<file path="src/hdl/csp_pkg.sv">
// Shared types and constants for the cron schedule parser.
package csp_pkg;

    // Defaults for the top-level parameters
    localparam int unsigned NUM_FIELDS_DEF  = 5;
    localparam int unsigned VALUE_LIMIT_DEF = 60;

    // Fixed payload widths
    localparam int unsigned CH_W    = 8;
    localparam int unsigned FIELD_W = 3;
    localparam int unsigned VALUE_W = 6;

    // Character codes
    localparam logic [CH_W-1:0] CH_EOT   = 8'h00;
    localparam logic [CH_W-1:0] CH_TAB   = 8'h09;
    localparam logic [CH_W-1:0] CH_SPACE = 8'h20;
    localparam logic [CH_W-1:0] CH_STAR  = 8'h2A;
    localparam logic [CH_W-1:0] CH_COMMA = 8'h2C;
    localparam logic [CH_W-1:0] CH_DASH  = 8'h2D;
    localparam logic [CH_W-1:0] CH_ZERO  = 8'h30;
    localparam logic [CH_W-1:0] CH_NINE  = 8'h39;

    // Token kinds
    typedef enum logic [2:0] {
        TK_ANY   = 3'd0,
        TK_EXACT = 3'd1,
        TK_LIST  = 3'd2,
        TK_RLOW  = 3'd3,
        TK_RHIGH = 3'd4
    } t_tok_kind;

    // Field mode inside one field
    typedef enum logic [1:0] {
        MODE_FIRST = 2'd0,
        MODE_LIST  = 2'd1,
        MODE_RANGE = 2'd2
    } t_field_mode;

    typedef struct packed {
        logic [CH_W-1:0] ch;
        logic            first;
    } t_csp_in;

    typedef struct packed {
        logic [FIELD_W-1:0] field_index;
        t_tok_kind          token_kind;
        logic [VALUE_W-1:0] token_value;
        logic               field_end;
        logic               parse_error;
        logic               schedule_done;
    } t_csp_out;

endpackage

</file>
<file path="src/hdl/cron_schedule_parser_unit.sv">
// Cron schedule parser: one character per beat in, at most one token per beat out.
// An accepted character beat goes through the input register, then through the parse logic
// into the result register, which presents its token beat.
// Throughput: one character per cycle; the result register sets the pace under stall.
// Reset: synchronous, active low; clears both valid flags and returns the parser to idle.
// A character that arrives without first while idle, done or in error gives no token.
module cron_schedule_parser_unit #(
    parameter int unsigned NUM_FIELDS  = csp_pkg::NUM_FIELDS_DEF,
    parameter int unsigned VALUE_LIMIT = csp_pkg::VALUE_LIMIT_DEF
) (
    input  logic             i_clk,
    input  logic             i_rst_n,
    input  logic             i_valid,
    output logic             o_ready,
    input  csp_pkg::t_csp_in i_in,
    output logic             o_valid,
    input  logic             i_ready,
    output csp_pkg::t_csp_out o_out
);

    localparam int unsigned ACC_W  = $clog2(VALUE_LIMIT + 1);
    localparam int unsigned PROD_W = ACC_W + 4;
    localparam int unsigned FW     = csp_pkg::FIELD_W;
    localparam logic [ACC_W-1:0]  LIMIT_ACC  = ACC_W'(VALUE_LIMIT);
    localparam logic [PROD_W-1:0] LIMIT_PROD = PROD_W'(VALUE_LIMIT);
    localparam logic [FW-1:0]     LAST_FIELD = FW'(NUM_FIELDS - 1);

    typedef enum logic [2:0] {
        PH_IDLE   = 3'd0,
        PH_START  = 3'd1,
        PH_NUMBER = 3'd2,
        PH_DONE   = 3'd3,
        PH_ERROR  = 3'd4
    } t_phase;

    // Registers
    logic                  r_in_valid,  n_in_valid;
    csp_pkg::t_csp_in      r_in,        n_in;
    logic                  r_out_valid, n_out_valid;
    csp_pkg::t_csp_out     r_out,       n_out;
    t_phase                r_phase,     n_phase;
    logic [FW-1:0]         r_fc,        n_fc;
    logic [ACC_W-1:0]      r_acc,       n_acc;
    logic                  r_ds,        n_ds;
    csp_pkg::t_field_mode  r_mode,      n_mode;

    logic out_free;
    logic proc;

    // Advance the input register whenever the result register can take its token
    assign out_free = !r_out_valid || i_ready;
    assign proc     = r_in_valid && out_free;
    assign o_ready  = !r_in_valid || out_free;
    assign o_valid  = r_out_valid;
    assign o_out    = r_out;

    // Hold a new beat in the input register
    always_comb begin
        n_in       = r_in;
        n_in_valid = r_in_valid;
        if (proc) begin
            n_in_valid = 1'b0;
        end
        if (i_valid && o_ready) begin
            n_in_valid = 1'b1;
            n_in       = i_in;
        end
    end

    // Parse one character
    always_comb begin
        t_phase               ph;
        logic [FW-1:0]        fc;
        logic [ACC_W-1:0]     acc;
        logic                 ds;
        csp_pkg::t_field_mode md;
        logic [7:0]           c;
        logic                 is_digit;
        logic                 is_blank;
        logic                 is_eot;
        logic                 last;
        logic [PROD_W-1:0]    dval;
        logic [PROD_W-1:0]    prod;
        logic                 fin;
        csp_pkg::t_tok_kind   fin_kind;
        logic                 err;
        logic                 tok;
        csp_pkg::t_tok_kind   tok_kind;
        logic [ACC_W-1:0]     tok_val;
        logic                 tok_end;
        logic                 tok_done;

        c        = r_in.ch;
        is_digit = (c >= csp_pkg::CH_ZERO) && (c <= csp_pkg::CH_NINE);
        is_blank = (c == csp_pkg::CH_SPACE) || (c == csp_pkg::CH_TAB);
        is_eot   = (c == csp_pkg::CH_EOT);
        dval     = PROD_W'(c[3:0]);

        // Restart on first
        if (r_in.first) begin
            ph  = PH_START;
            fc  = '0;
            acc = '0;
            ds  = 1'b0;
            md  = csp_pkg::MODE_FIRST;
        end else begin
            ph  = r_phase;
            fc  = r_fc;
            acc = r_acc;
            ds  = r_ds;
            md  = r_mode;
        end

        prod     = (PROD_W'(acc) << 3) + (PROD_W'(acc) << 1) + dval;
        last     = (fc >= LAST_FIELD);
        fin      = 1'b0;
        fin_kind = csp_pkg::TK_ANY;
        err      = 1'b0;
        tok      = 1'b0;
        tok_kind = csp_pkg::TK_ANY;
        tok_val  = acc;
        tok_end  = 1'b0;
        tok_done = 1'b0;

        n_phase = ph;
        n_fc    = fc;
        n_acc   = acc;
        n_ds    = ds;
        n_mode  = md;

        unique case (ph)
            PH_START: begin
                if (is_blank) begin
                    // skip separator
                end else if (is_eot) begin
                    err = 1'b1;
                end else if (c == csp_pkg::CH_STAR) begin
                    fin      = 1'b1;
                    fin_kind = csp_pkg::TK_ANY;
                    tok_val  = '0;
                end else if (is_digit) begin
                    n_acc   = (dval > LIMIT_PROD) ? LIMIT_ACC : ACC_W'(dval);
                    n_ds    = 1'b1;
                    n_mode  = csp_pkg::MODE_FIRST;
                    n_phase = PH_NUMBER;
                end else begin
                    err = 1'b1;
                end
            end
            PH_NUMBER: begin
                if (is_digit) begin
                    n_acc = (prod > LIMIT_PROD) ? LIMIT_ACC : ACC_W'(prod);
                    n_ds  = 1'b1;
                end else if (!ds || acc >= LIMIT_ACC) begin
                    err = 1'b1;
                end else begin
                    unique case (md)
                        csp_pkg::MODE_FIRST: begin
                            if (c == csp_pkg::CH_COMMA) begin
                                tok      = 1'b1;
                                tok_kind = csp_pkg::TK_LIST;
                                n_mode   = csp_pkg::MODE_LIST;
                                n_acc    = '0;
                                n_ds     = 1'b0;
                            end else if (c == csp_pkg::CH_DASH) begin
                                tok      = 1'b1;
                                tok_kind = csp_pkg::TK_RLOW;
                                n_mode   = csp_pkg::MODE_RANGE;
                                n_acc    = '0;
                                n_ds     = 1'b0;
                            end else if (is_blank || is_eot) begin
                                fin      = 1'b1;
                                fin_kind = csp_pkg::TK_EXACT;
                            end else begin
                                err = 1'b1;
                            end
                        end
                        csp_pkg::MODE_LIST: begin
                            if (c == csp_pkg::CH_COMMA) begin
                                tok      = 1'b1;
                                tok_kind = csp_pkg::TK_LIST;
                                n_acc    = '0;
                                n_ds     = 1'b0;
                            end else if (is_blank || is_eot) begin
                                fin      = 1'b1;
                                fin_kind = csp_pkg::TK_LIST;
                            end else begin
                                err = 1'b1;
                            end
                        end
                        default: begin
                            if (is_blank || is_eot) begin
                                fin      = 1'b1;
                                fin_kind = csp_pkg::TK_RHIGH;
                            end else begin
                                err = 1'b1;
                            end
                        end
                    endcase
                end
            end
            default: begin
                // idle, done or error: drop the character
            end
        endcase

        // Close the field
        if (fin) begin
            if (is_eot && !last) begin
                err = 1'b1;
            end else begin
                tok      = 1'b1;
                tok_kind = fin_kind;
                tok_end  = 1'b1;
                tok_done = last;
                if (last) begin
                    n_phase = PH_DONE;
                end else begin
                    n_fc    = fc + 1'b1;
                    n_phase = PH_START;
                end
            end
        end

        // Build the result beat
        n_out_valid = r_out_valid && !i_ready;
        n_out       = r_out;
        if (err) begin
            n_phase = PH_ERROR;
        end
        if (proc) begin
            n_out_valid = err || tok;
            n_out       = '0;
            if (err) begin
                n_out.parse_error = 1'b1;
            end else begin
                n_out.field_index   = fc;
                n_out.token_kind    = tok_kind;
                n_out.token_value   = csp_pkg::VALUE_W'(tok_val);
                n_out.field_end     = tok_end;
                n_out.schedule_done = tok_done;
            end
        end else begin
            n_phase = r_phase;
            n_fc    = r_fc;
            n_acc   = r_acc;
            n_ds    = r_ds;
            n_mode  = r_mode;
        end
    end

    // Hold state, input beat and result beat
    always_ff @(posedge i_clk) begin
        r_in  <= n_in;
        r_out <= n_out;
        if (!i_rst_n) begin
            r_in_valid  <= 1'b0;
            r_out_valid <= 1'b0;
            r_phase     <= PH_IDLE;
            r_fc        <= '0;
            r_acc       <= '0;
            r_ds        <= 1'b0;
            r_mode      <= csp_pkg::MODE_FIRST;
        end else begin
            r_in_valid  <= n_in_valid;
            r_out_valid <= n_out_valid;
            r_phase     <= n_phase;
            r_fc        <= n_fc;
            r_acc       <= n_acc;
            r_ds        <= n_ds;
            r_mode      <= n_mode;
        end
    end

    // An error beat carries nothing else
    a_err_clean: assert property (@(posedge i_clk) disable iff (!i_rst_n)
        o_valid && o_out.parse_error |-> o_out.field_index == '0
            && o_out.token_value == '0 && !o_out.field_end && !o_out.schedule_done)
        else $error("error beat carries token data");

    // Done only on the closing token of the final field
    a_done_last: assert property (@(posedge i_clk) disable iff (!i_rst_n)
        o_valid && o_out.schedule_done |-> o_out.field_end
            && o_out.field_index == LAST_FIELD)
        else $error("done outside final field end");

    // Field index stays within the schedule
    a_field_range: assert property (@(posedge i_clk) disable iff (!i_rst_n)
        o_valid && !o_out.parse_error |-> o_out.field_index <= LAST_FIELD)
        else $error("field index out of range");

    // Nothing comes out right after reset
    a_reset_quiet: assert property (@(posedge i_clk)
        !i_rst_n |=> !o_valid && !r_in_valid)
        else $error("beat present after reset");

endmodule

</file>
<file path="config.mk">
export PLATFORM = sky130hd
export DESIGN_NAME = cron_schedule_parser_unit
export DESIGN_NICKNAME = d
export VERILOG_FILES = /design/src/hdl/csp_pkg.sv /design/src/hdl/cron_schedule_parser_unit.sv
export SDC_FILE = /design/constraint.sdc
export NUM_CORES = 1
export LEC_CHECK = 0
export BUFFER_PORTS_ARGS = -buffer_cell sky130_fd_sc_hd__buf_2
export CAP_MARGIN = 20
export CORE_UTILIZATION = 45
export CTS_CLUSTER_DIAMETER = 40
export DETAILED_ROUTE_END_ITERATION = 8
export GPL_TIMING_DRIVEN = 0
export PLACE_DENSITY = 0.76
export SETUP_SLACK_MARGIN = 0.4
export SYNTH_ARGS = -nofsm -noshare
export SYNTH_HDL_FRONTEND = slang
export SYNTH_SLANG_ARGS = --single-unit
</file>
<file path="constraint.sdc">
create_clock -name i_clk -period 3.1 [get_ports i_clk]
set_clock_uncertainty 0.15 [all_clocks]
set_input_delay 0.155 -clock i_clk [delete_from_list [all_inputs] [get_ports i_clk]]
set_output_delay 0.155 -clock i_clk [all_outputs]
set_load 0.02 [all_outputs]
</file>
# --- Word level (Yosys, flattened, before mapping) ---
# Index checks and enable logic that the tools add are counted.
classes:
  n_addsub: 3
  order_cmp: 5
  n_eq_ne: 8
  muxes: 112
  n_bitwise: 1
  reduce_logical: 21
ops:
  columns: ["operator", "n"]
  rows:
  - ["6-bit two-way mux", 15]
  - ["3-bit two-way mux", 19]
  - ["1-bit two-way mux", 47]
  - ["2-bit two-way mux", 19]
  - ["8-bit by 6-bit == test with 1-bit output (second input constant)", 4]
  - ["6-bit one-hot mux with 2 select lines", 2]
  - ["1-bit one-hot mux with 2 select lines", 7]
  - ["10-bit by 4-bit adder with 10-bit output", 1]
  - ["9-bit by 7-bit adder with 10-bit output", 1]
  - ["10-bit by 6-bit > comparator with 1-bit output (second input constant)", 1]
  - ["8-bit by 4-bit == test with 1-bit output (second input constant)", 1]
  - ["8-bit by 6-bit greater-or-equal comparator with 1-bit output (second input constant)", 1]
  - ["8-bit by 6-bit <= comparator with 1-bit output (second input constant)", 1]
  - ["8-bit logical NOT", 1]
  - ["2-bit one-hot mux with 2 select lines", 2]
  - ["6-bit greater-or-equal comparator (second input constant)", 1]
  - ["1-bit logical OR", 6]
  - ["3-bit one-hot mux with 2 select lines", 1]
  - ["1-bit logical AND", 5]
  - ["1-bit logical NOT", 5]
  - ["3-bit by 1-bit adder with 3-bit output (second input constant)", 1]
  - ["3-bit by 1-bit == test with 1-bit output (second input constant)", 1]
  - ["3-bit by 2-bit == test with 1-bit output (second input constant)", 1]
  - ["3-bit greater-or-equal comparator (second input constant)", 1]
  - ["6 further kinds", 6]
totals:
  reg_bits: 41
  wordCells: 165

# --- Logic depth before layout (Yosys ltp) ---
# Gate-level depths: netlist of run 1.
logic_depth:
  word_depth: 14
  mapped_depth: 13
  depth_no_buf: 13

# --- Worst setup path after synthesis of run 1 ---
# Ideal clock, no wire load.
synth_timing:
  kind: "flip-flop to flip-flop"
  startpoint: "register r_in[0] in the netlist's numbering"
  endpoint: "register r_acc[2]"
  setup_time_ns: 0.166
  t_arrival_ns: 2.688
  required_time_ns: 2.784
  setup_slack_ns: 0.096
  stages_incl_launch_ff: 14
  path_buffers: 0
  synth_period_minus_slack_ns: 3.004
  path_cell_list: "edfxtp_1 -> clkinv_1 -> nand2_1 -> inv_1 -> ha_1 -> ha_1 -> inv_1 -> fa_1 -> nor2b_1 -> and4_1 -> o311a_1 -> inv_1 -> o311ai_0 -> a31oi_1"
synth_via:
  elab_chain_len: 7
  elab_cells_between_ends: 26
synth_rtl:
  columns: ["element", "line", "rtl"]
  rows:
  - ["start, declared", "cron_schedule_parser_unit.sv:38", "csp_pkg::t_csp_in r_in, n_in;"]
  - ["start signal, assigned", "cron_schedule_parser_unit.sv:254", "r_in <= n_in;"]
  - ["6-bit two-way mux", "cron_schedule_parser_unit.sv:100", "if (r_in.first) begin"]
  - ["9-bit by 7-bit adder with 10-bit output / 6-bit two-way mux (equally long branches)", "cron_schedule_parser_unit.sv:114, cron_schedule_parser_unit.sv:165", null]
  - ["10-bit by 4-bit adder with 10-bit output / 6-bit two-way mux (equally long branches)", "cron_schedule_parser_unit.sv:114, cron_schedule_parser_unit.sv:159", null]
  - ["10-bit by 6-bit > comparator with 1-bit output / 6-bit one-hot mux with 2 select lines (equally long branches)", "cron_schedule_parser_unit.sv:152, cron_schedule_parser_unit.sv:157", null]
  - ["6-bit two-way mux, on equally long branches", "cron_schedule_parser_unit.sv:152, cron_schedule_parser_unit.sv:154", null]
  - ["6-bit two-way mux", "cron_schedule_parser_unit.sv:151", "if (is_digit) begin"]
  - ["6-bit one-hot mux with 2 select lines *", "cron_schedule_parser_unit.sv:131", "unique case (ph)"]
  - ["end signal, assigned", "cron_schedule_parser_unit.sv:269", "r_acc <= n_acc;"]
  - ["end, declared", "cron_schedule_parser_unit.sv:43", "logic [ACC_W-1:0] r_acc, n_acc;"]
# Mark *: on every way between the ends. The rest lies on a longest branch, timed or not.
# A chain may end at the register's enable or synchronous reset.

# --- Worst setup path after layout of run 1 ---
layout_timing:
  startpoint: "register r_in[0] in the netlist's numbering"
  endpoint: "register r_acc[1]"
# The elaborated chain is that of the path after synthesis.

==> results.txt, run 1 <==
Multiplexer area fraction after synthesis -> 0.004251
Max Root-Sink Buffers -> 2
Sw frac -> 0.2378
Status -> finished clean
Core area -> 4880 µm²
Average wire per standard cell -> 16.19 µm
Hold WS -> 0.03855 ns
Fmax -> 0.3368 GHz
DRT antenna net count -> 0
Worst endpoint required time -> 3.12 ns
Initial antenna violation count -> 0
Count of final setup violators -> 0
Starting Density -> 0.4826
Synth warnings -> 0
Largest net degree at the start of global routing -> 20
Post-Syn Nets -> 264
Clock transition at path regs -> 0.08 ns
R2R depth -> 12
Routed via count -> 2148
Die area -> 5526 µm²
Initial DRC Count -> 233
Clock Tree Root -> clkbuf_8
Synth Area in Compound Gates -> 0.1833
Sw Pwr -> 0.2939 mW
Worst-path maximum fanout -> 4
Flop pwr share -> 0.494
Final Critical Period -> 2.969 ns
Final Hold Viols -> 0
Number of synthesized flops with an enable pin -> 24
Internal Dissipation -> 0.9420 mW
Post-Synth XOR/XNOR Area -> 0.01488
Number of global-route vias before repair -> 1928
Total global-route track usage -> 0.2237
Placer Congestion -> 0.9235
Post-Synth Simple-Gate Area -> 0.2343
Final core occ -> 0.6636
Worst slew pin tran -> 0.6230 ns
Synth-to-Final Area Change -> 37.51%
Final net count -> 332
# fillers -> 365
Combinational Power Share -> 0.148
RSZ-0062 raised after global routing -> true
DRC Markers -> 0
Worst Setup Start Kind -> flop
Number of port buffers -> 29
Clk pwr share -> 0.359
Chip Width -> 74.34 µm
Total routed wirelength -> 6056 µm
H-tree depth -> 2
Cell variety after synth -> 52
Hold Path Stages -> 3
Sequential share of the synthesized area -> 0.4506
Io pins -> 30
Drt first pass iters -> 5
Share of cells above drive strength 1 -> 0.3550
CTS Sinks -> 41
Flops & latches, synth -> 41
Relative slew margins -> 0.5790
CP Capture Type -> flop
Die Y-Extent -> 74.34 µm
Post-synthesis cell area -> 2355 µm²
Async set-reset flop share out of synthesis -> 0
Number of buffers created by CTS -> 5
Leakage -> 1.236 nW
CTS tree -> done
Final HPWL DP -> 3797 µm
Total grt overflow -> 0
Final clock period utilization by the worst path -> 0.9577
Vias per Instance -> 5.743
Cells after Synth -> 238
Hold WC Path Type -> in -> reg
WS Path Type -> reg -> reg
Global-route wire length before repair -> 9177 µm
Largest family of logic cells by synthesized area -> simple AND/OR/NAND/NOR gates
Clk_lat worst skew -> 0.30 ns
Syn Area/Cell -> 9.894 µm²
Max Slew Vio Count -> 0
MaxCap Viol Count -> 0
Pwr Density -> 381.7 nW/µm²
CP Data Arrival Time -> 2.99 ns
Most used DFF post-synth -> edfxtp_1
N_diodes -> 0
R2R setup slack -> 0.13 ns
Maximum vdd ir drop -> 234.6 µV
Adder-cell share of the synthesized area -> 0.07226
FP Rows -> 25
Total negative setup slack -> 0 ns
==> synth_stat cells, types with 6 or more instances <==
library cell   n  area (µm²)
edfxtp_1      24       720.7
nand2_1       23       86.33
nor2_1        19       71.32
o21ai_0       19       95.09
dfxtp_1       17       340.3
inv_1         14       52.55
a21oi_1       13       65.06
ha_1          12       150.1
nor2b_1        9       56.30
nand3_1        6       30.03
==> layer usage <==
layer	share of wire	GRT usage	vias to the layer above	routed length (µm)
met5	0	0	-	0
li1	-	-	1022	-
met1	0.43	0.3099	997	2621
met3	0.069	0.03930	15	420
met2	0.48	0.3505	114	2877
met4	0.022	0.08595	0	136
==> critical path, cell delays in order, from the launching register on <==
cell and delay [ns]:
edfxtp_1 0.50, buf_6 0.18, nand2b_4 0.14, xnor2_2 0.15, ha_4 0.16, a31o_4 0.21
ha_4 0.21, nor2b_4 0.12, and4_1 0.16, o311a_4 0.40, o311a_1 0.14, a32oi_1 0.23
a31oi_1 0.11
==> power by group through the flow <==
stage               clock, mW  combinational (mW)  sequential, mW
floorplan                   0              0.0785           0.631
global placement            0               0.123           0.622
detailed placement          0               0.128           0.623
CTS                     0.450               0.150           0.609
global route            0.467               0.196           0.613
finish                  0.443               0.183           0.610
==> cells in the final DEF, fill, tap and decap left out, drive strengths merged, types with 4 or more instances in the layout <==
cell type    instances
buf                 54
o21ai               19
nand2               23
ha                  12
nand3                6
nor2                20
dlygate4sd3         11
a21oi               13
nor3b                5
and3                 4
clkbuf              12
nor3                 5
dfxtp               17
a31oi                5
edfxtp              24
xnor2                4
inv                 14
o31ai                4
nor2b                9
==> repair_timing <==
action	4_1_cts	5_1_grt
setup endpoints to repair	6	26
gates resized for setup	12	28
pin swaps	12	23
buffers inserted	7	13
endpoints found under the hold margin	11	0
hold buffers	11	0
==> registers in the layout (all words and copies together) (netlist names) <==
register,cells
r_mode,2
r_fc,3
o_out,15
r_acc,6
r_ds,1
o_valid,1
r_in_valid,1
r_in,9
r_phase,3
==> cell type report <==
cell class,instances,area [µm²],area share
multi-input cells,173,1408,0.4347
flip-flops and latches,41,1061,0.3277
repair buffers,61,467.9,0.1445
clock buffers,7,86.33,0.02666
well taps,67,83.83,0.02589
inverters,15,61.31,0.01893
plain buffers,9,40.04,0.01236
clock inverters,1,30.03,0.009274
==> per-stage QoR <==
stage | cell area (µm²) | setup slack, ns | power, mW | std cells
global route | 3238 | 0.02181 | 1.276 | 374
global placement | 2638 | -0.1209 | 0.7458 | 334
CTS | 2972 | 0.1487 | 1.210 | 361
detailed placement | 2653 | -0.1022 | 0.7509 | 335
finish | 3238 | 0.1312 | 1.236 | 374
floorplan | 2409 | 0.2907 | 0.7090 | 238
==> worst paths after layout <==
kind | end | startpoint
min reg2reg | r_acc[5] | r_acc[5]
min | o_valid | i_ready
max reg2reg | r_acc[1] | r_in[0]
max | r_acc[1] | r_in[0]
==> cell families (layout without fill, tap and decap cells) <==
kind of cell | count (synthesis) | after routing
XOR/XNOR | 4 | 4
adder cells (fa/ha/maj) | 13 | 13
AO/OA/AOI/OAI | 59 | 59
multiplexers | 1 | 1
buffers and inverters | 24 | 93
flip-flops | 41 | 41
AND/OR/NAND/NOR | 96 | 96
Power figures use the tool's default switching activity.
==> inputs of run 2 (changes only) <==
--- a/config.mk
+++ b/config.mk
@@ -8,6 +8,7 @@
 export BUFFER_PORTS_ARGS = -buffer_cell sky130_fd_sc_hd__buf_2
 export CAP_MARGIN = 20
 export CORE_UTILIZATION = 45
+export CTS_BUF_LIST = sky130_fd_sc_hd__clkbuf_8
 export CTS_CLUSTER_DIAMETER = 40
 export DETAILED_ROUTE_END_ITERATION = 8
 export GPL_TIMING_DRIVEN = 0
==> results.txt, run 2 (same netlist as run 1, synthesis figures left out) <==
Max reg flops -> 15
Pwr Total -> 1.234 mW
Relative slew margins -> 0.5762
Vias per Instance -> 5.754
Core area -> 4880 µm²
R2R Path End -> r_acc[1]
N_diodes -> 0
RSZ-0062 raised after global routing -> true
Count of final setup violators -> 0
Total global-route track usage -> 0.2237
Fmax -> 0.3370 GHz
Total routed wirelength -> 6046 µm
Starting Density -> 0.4826
CTS tree -> done
FP Rows -> 25
Global-route wire length before repair -> 9177 µm
Pwr Density -> 381.0 nW/µm²
Status -> finished clean
CP Capture Type -> flop
Final Hold Viols -> 0
Final clock period utilization by the worst path -> 0.9572
CTS Sinks -> 41
Die area -> 5526 µm²
Total negative setup slack -> 0 ns
Worst-path maximum fanout -> 4
Worst slew pin tran -> 0.6271 ns
Share of cells above drive strength 1 -> 0.3550
Initial antenna violation count -> 0
DRT antenna net count -> 0
Number of buffers created by CTS -> 5
Most common cell after layout, fill and taps aside -> buf_2
R2R depth -> 12
Total grt overflow -> 0
Reg2reg start -> r_in[0]
Number of port buffers -> 29
Leakage -> 1.241 nW
Area of the multi-input gates -> 1408 µm²
Hold WS -> 0.04475 ns
Final net count -> 332
Hold WC Path Type -> in -> reg
Final Critical Period -> 2.967 ns
Top Registers -> o_out: 15 flops, r_in: 9 flops, r_acc: 6 flops
Maximum vdd ir drop -> 234.6 µV
Initial DRC Count -> 240
Die Y-Extent -> 74.34 µm
CP Data Arrival Time -> 2.99 ns
Most frequent cells in the layout -> buf_2 (33), edfxtp_1 (24), nand2_1 (21)
Clock Tree Root -> clkbuf_8
H-tree depth -> 2
Drt first pass iters -> 5
Number of global-route vias before repair -> 1928
Placer Congestion -> 0.9235
Final HPWL DP -> 3797 µm
Worst endpoint required time -> 3.12 ns
Placed inst area -> 2653 µm²
Chip Width -> 74.34 µm
Reg with most FFs -> o_out
Synth-to-Final Area Change -> 37.51%
Setup ws final -> 0.1326 ns
Max Root-Sink Buffers -> 2
WS Path Type -> reg -> reg
Sequential cell area -> 1061 µm²
CP startpoint -> r_in[0]
Hold Path Stages -> 3
Worst slack, placed -> -0.1022 ns
Largest net degree at the start of global routing -> 20
Average wire per standard cell -> 16.17 µm
R2R setup slack -> 0.13 ns
Worst Setup Start Kind -> flop
MaxCap Viol Count -> 0
DRC Markers -> 0
Clk_lat worst skew -> 0.30 ns
Routed via count -> 2152
# fillers -> 365
Crit path capture -> r_acc[1]
Design Area, Final -> 3238 µm²
Max Slew Vio Count -> 0
Clock transition at path regs -> 0.08 ns
Io pins -> 30
run 2: how the worst min path moves through the flow:
stage                 start      end  slack, ns
finish              i_ready  o_valid       0.04
global route        i_ready  o_valid       0.07
CTS                 i_ready  o_valid       0.03
detailed placement  i_in[0]  r_in[0]       0.18
global placement    i_in[5]  r_in[5]       0.18
floorplan           i_in[0]  r_in[0]       0.10
run 2: cell type report:
| cell class | instances | share of cell area |
|---|---|---|
| Multi-Input combinational cell | 173 | 0.4347 |
| Sequential cell | 41 | 0.3277 |
| Timing Repair Buffer | 61 | 0.1445 |
| Tap cell | 67 | 0.02589 |
| Clock buffer | 6 | 0.02550 |
| Inverter | 15 | 0.01893 |
| Buffer | 9 | 0.01236 |
| Clock inverter | 2 | 0.01043 |
run 2: repair_timing:
item,4_1_cts,5_1_grt
setup buffers,7,13
resized for setup,12,28
hold buffers,11,0
hold endpoints to repair,11,0
pin swaps,12,23
endpoints found under the setup margin,6,26
run 2: metal layers:
metal	global-route usage	share of wire
met1	0.3099	0.44
met2	0.3505	0.47
met3	0.03930	0.069
met4	0.08595	0.021
met5	0	0
run 2: metrics by stage:
step | cells | utilization
after global routing | 374 | 0.6636
after detailed placement | 335 | 0.5436
after global placement | 334 | 0.5405
after CTS | 361 | 0.6090
final | 374 | 0.6636
after floorplan | 238 | -
run 2: critical path, stage by stage, from the launching register on:
cell	delay, ns
edfxtp_1	0.50
buf_6	0.17
nand2b_4	0.14
xnor2_2	0.15
ha_4	0.16
a31o_4	0.21
ha_4	0.21
nor2b_4	0.12
and4_1	0.16
o311a_4	0.40
o311a_1	0.14
a32oi_1	0.23
a31oi_1	0.11
run 2: power breakdown:
part | internal, mW | switching, mW | total [mW]
clock | 0.259 | 0.182 | 0.441
sequential | 0.597 | 0.0133 | 0.610
combinational | 0.0828 | 0.0999 | 0.183
total | 0.939 | 0.295 | 1.23
==> inputs of run 3 (changes only) <==
--- a/config.mk
+++ b/config.mk
@@ -7,6 +7,7 @@
 export LEC_CHECK = 0
 export BUFFER_PORTS_ARGS = -buffer_cell sky130_fd_sc_hd__buf_2
 export CAP_MARGIN = 20
+export CORE_ASPECT_RATIO = 1.4
 export CORE_UTILIZATION = 45
 export CTS_BUF_LIST = sky130_fd_sc_hd__clkbuf_8
 export CTS_CLUSTER_DIAMETER = 40
==> results.txt, run 3 (same netlist as run 1, synthesis figures left out) <==
Most frequent cells in the layout -> buf_2 (34), edfxtp_1 (24), nand2_1 (20)
Chip Width -> 63.14 µm
Starting Density -> 0.4753
Worst-path maximum fanout -> 4
Worst Setup Start Kind -> flop
Hold WC Path Type -> reg -> reg
# fillers -> 435
DRT antenna net count -> 0
Sw Pwr -> 0.3021 mW
Design Area, Final -> 3070 µm²
Total routed wirelength -> 5770 µm
Drt first pass iters -> 4
Worst endpoint required time -> 3.13 ns
Final HPWL DP -> 3972 µm
Global-route wire length before repair -> 9011 µm
Synth-to-Final Area Change -> 30.39%
Hold Path Stages -> 2
WHS Endpoint -> r_fc[1]
Fmax -> 0.3488 GHz
Status -> finished clean
Hold_sp -> r_fc[1]
Relative slew margins -> 0.5485
MaxCap Viol Count -> 0
Max reg flops -> 15
Max Slew Vio Count -> 0
Maximum vdd ir drop -> 217.8 µV
Combinational Power Share -> 0.126
Io pins -> 30
Cells after DPL -> 332
Total grt overflow -> 0
Share of cells above drive strength 1 -> 0.2977
RSZ-0062 raised after global routing -> true
Flop pwr share -> 0.473
DRC Markers -> 0
Clock Tree Root -> clkbuf_8
Die Y-Extent -> 87.59 µm
Final clock period utilization by the worst path -> 0.9249
Leakage -> 1.193 nW
Largest net degree at the start of global routing -> 15
Final Critical Period -> 2.867 ns
Reg2reg start -> r_in[0]
Die area -> 5530 µm²
Number of port buffers -> 29
R2R depth -> 11
Total global-route track usage -> 0.2166
WS Path Type -> reg -> reg
CP Data Arrival Time -> 2.90 ns
FP Rows -> 30
Vias per Instance -> 5.708
Pwr Density -> 419.9 nW/µm²
H-tree depth -> 2
Internal Dissipation -> 0.9873 mW
Average wire per standard cell -> 15.90 µm
Final core occ -> 0.6197
Routed via count -> 2072
Clock transition at path regs -> 0.09 ns
Initial DRC Count -> 144
R2R Path End -> r_acc[2]
CP Capture Type -> flop
CTS Sinks -> 41
Clk pwr share -> 0.401
Final cell count without fillers -> 363
Sw frac -> 0.2343
Most common cell after layout, fill and taps aside -> buf_2
Count of final setup violators -> 0
Max Root-Sink Buffers -> 2
N_diodes -> 0
Initial antenna violation count -> 0
Top Registers -> o_out: 15 flops, r_in: 9 flops, r_acc: 6 flops
Final Hold Viols -> 0
Final net count -> 324
CTS tree -> done
Reg with most FFs -> o_out
R2R setup slack -> 0.23 ns
Number of global-route vias before repair -> 1906
Worst slew pin tran -> 0.6732 ns
Number of buffers created by CTS -> 5
Core area -> 4955 µm²
Placer Congestion -> 0.9043
Placed inst area -> 2649 µm²
Clk_lat worst skew -> 0.31 ns
## run 3: cell types whose count changed in the layout (fill, tap and decap cells not counted), sizes merged
cell / before / now
buf: 54 / 46
dlygate4sd3: 11 / 12
clkinv: 1 / 2
bufinv: 1 / 2
inv: 15 / 14
clkbuf: 11 / 9
## run 3: area by class of cell
cell class                      count  area (µm²)  area share
Buffer                              9       41.29     0.01345
Clock buffer                        5       68.82     0.02241
Clock inverter                      3       65.06     0.02119
Inverter                           15       71.32     0.02323
Multi-Input combinational cell    173        1313      0.4275
Sequential cell                    41        1061      0.3456
Tap cell                           64       80.08     0.02608
Timing Repair Buffer               53       370.4      0.1206
## run 3: how the worst max path moves through the flow
stage | slack, ns | to | from
5_1_grt | 0.16 | r_acc[1] | r_in[0]
4_1_cts | 0.24 | r_acc[1] | r_in[0]
6_report | 0.23 | r_acc[2] | r_in[0]
3_5_place_dp | -0.11 | r_acc[2] | r_in[0]
2_1_floorplan | 0.29 | r_acc[1] | r_in[0]
3_3_place_gp | -0.13 | r_acc[2] | r_in[0]
## run 3: per-layer routing
layer	routed length [µm]	share of wire	track usage
met1	2328	0.40	0.2409
met2	3054	0.53	0.3959
met3	251	0.044	0.03255
met4	136	0.024	0.1163
met5	0	0	0
## run 3: stage by stage
step | setup slack [ns] | total power [mW] | hold WS, ns | TNS, ns
after floorplan | 0.2907 | 0.7090 | 0.1039 | 0
after global placement | -0.1257 | 0.7464 | 0.1843 | -0.3229
after detailed placement | -0.1050 | 0.7521 | 0.1831 | -0.2830
after CTS | 0.2438 | 1.282 | 0.3428 | 0
after global routing | 0.1555 | 1.326 | 0.3553 | 0
final | 0.2327 | 1.289 | 0.3431 | 0
## run 3: what timing repair did
action | CTS | global route
endpoints found under the setup margin | 6 | 15
cloned | 0 | 0
pin swaps | 9 | 12
hold buffers | 12 | 0
gates resized for setup | 9 | 12
endpoints found under the hold margin | 12 | 0
buffers inserted | 9 | 2
## run 3: worst max-delay path, stage by stage (launching register included)
cell	delay [ns]
edfxtp_1	0.42
buf_6	0.14
nand2b_4	0.14
xnor2_2	0.19
ha_4	0.23
ha_1	0.30
a211oi_2	0.23
and4_1	0.22
o311a_1	0.24
inv_1	0.07
o311ai_1	0.28
a31oi_1	0.13
## run 3: power groups by stage
stage | Clock, mW | Sequential [mW] | Combinational (mW)
floorplan | 0 | 0.631 | 0.0785
global placement | 0 | 0.622 | 0.124
detailed placement | 0 | 0.623 | 0.129
CTS | 0.518 | 0.609 | 0.155
global route | 0.537 | 0.612 | 0.176
finish | 0.516 | 0.610 | 0.163
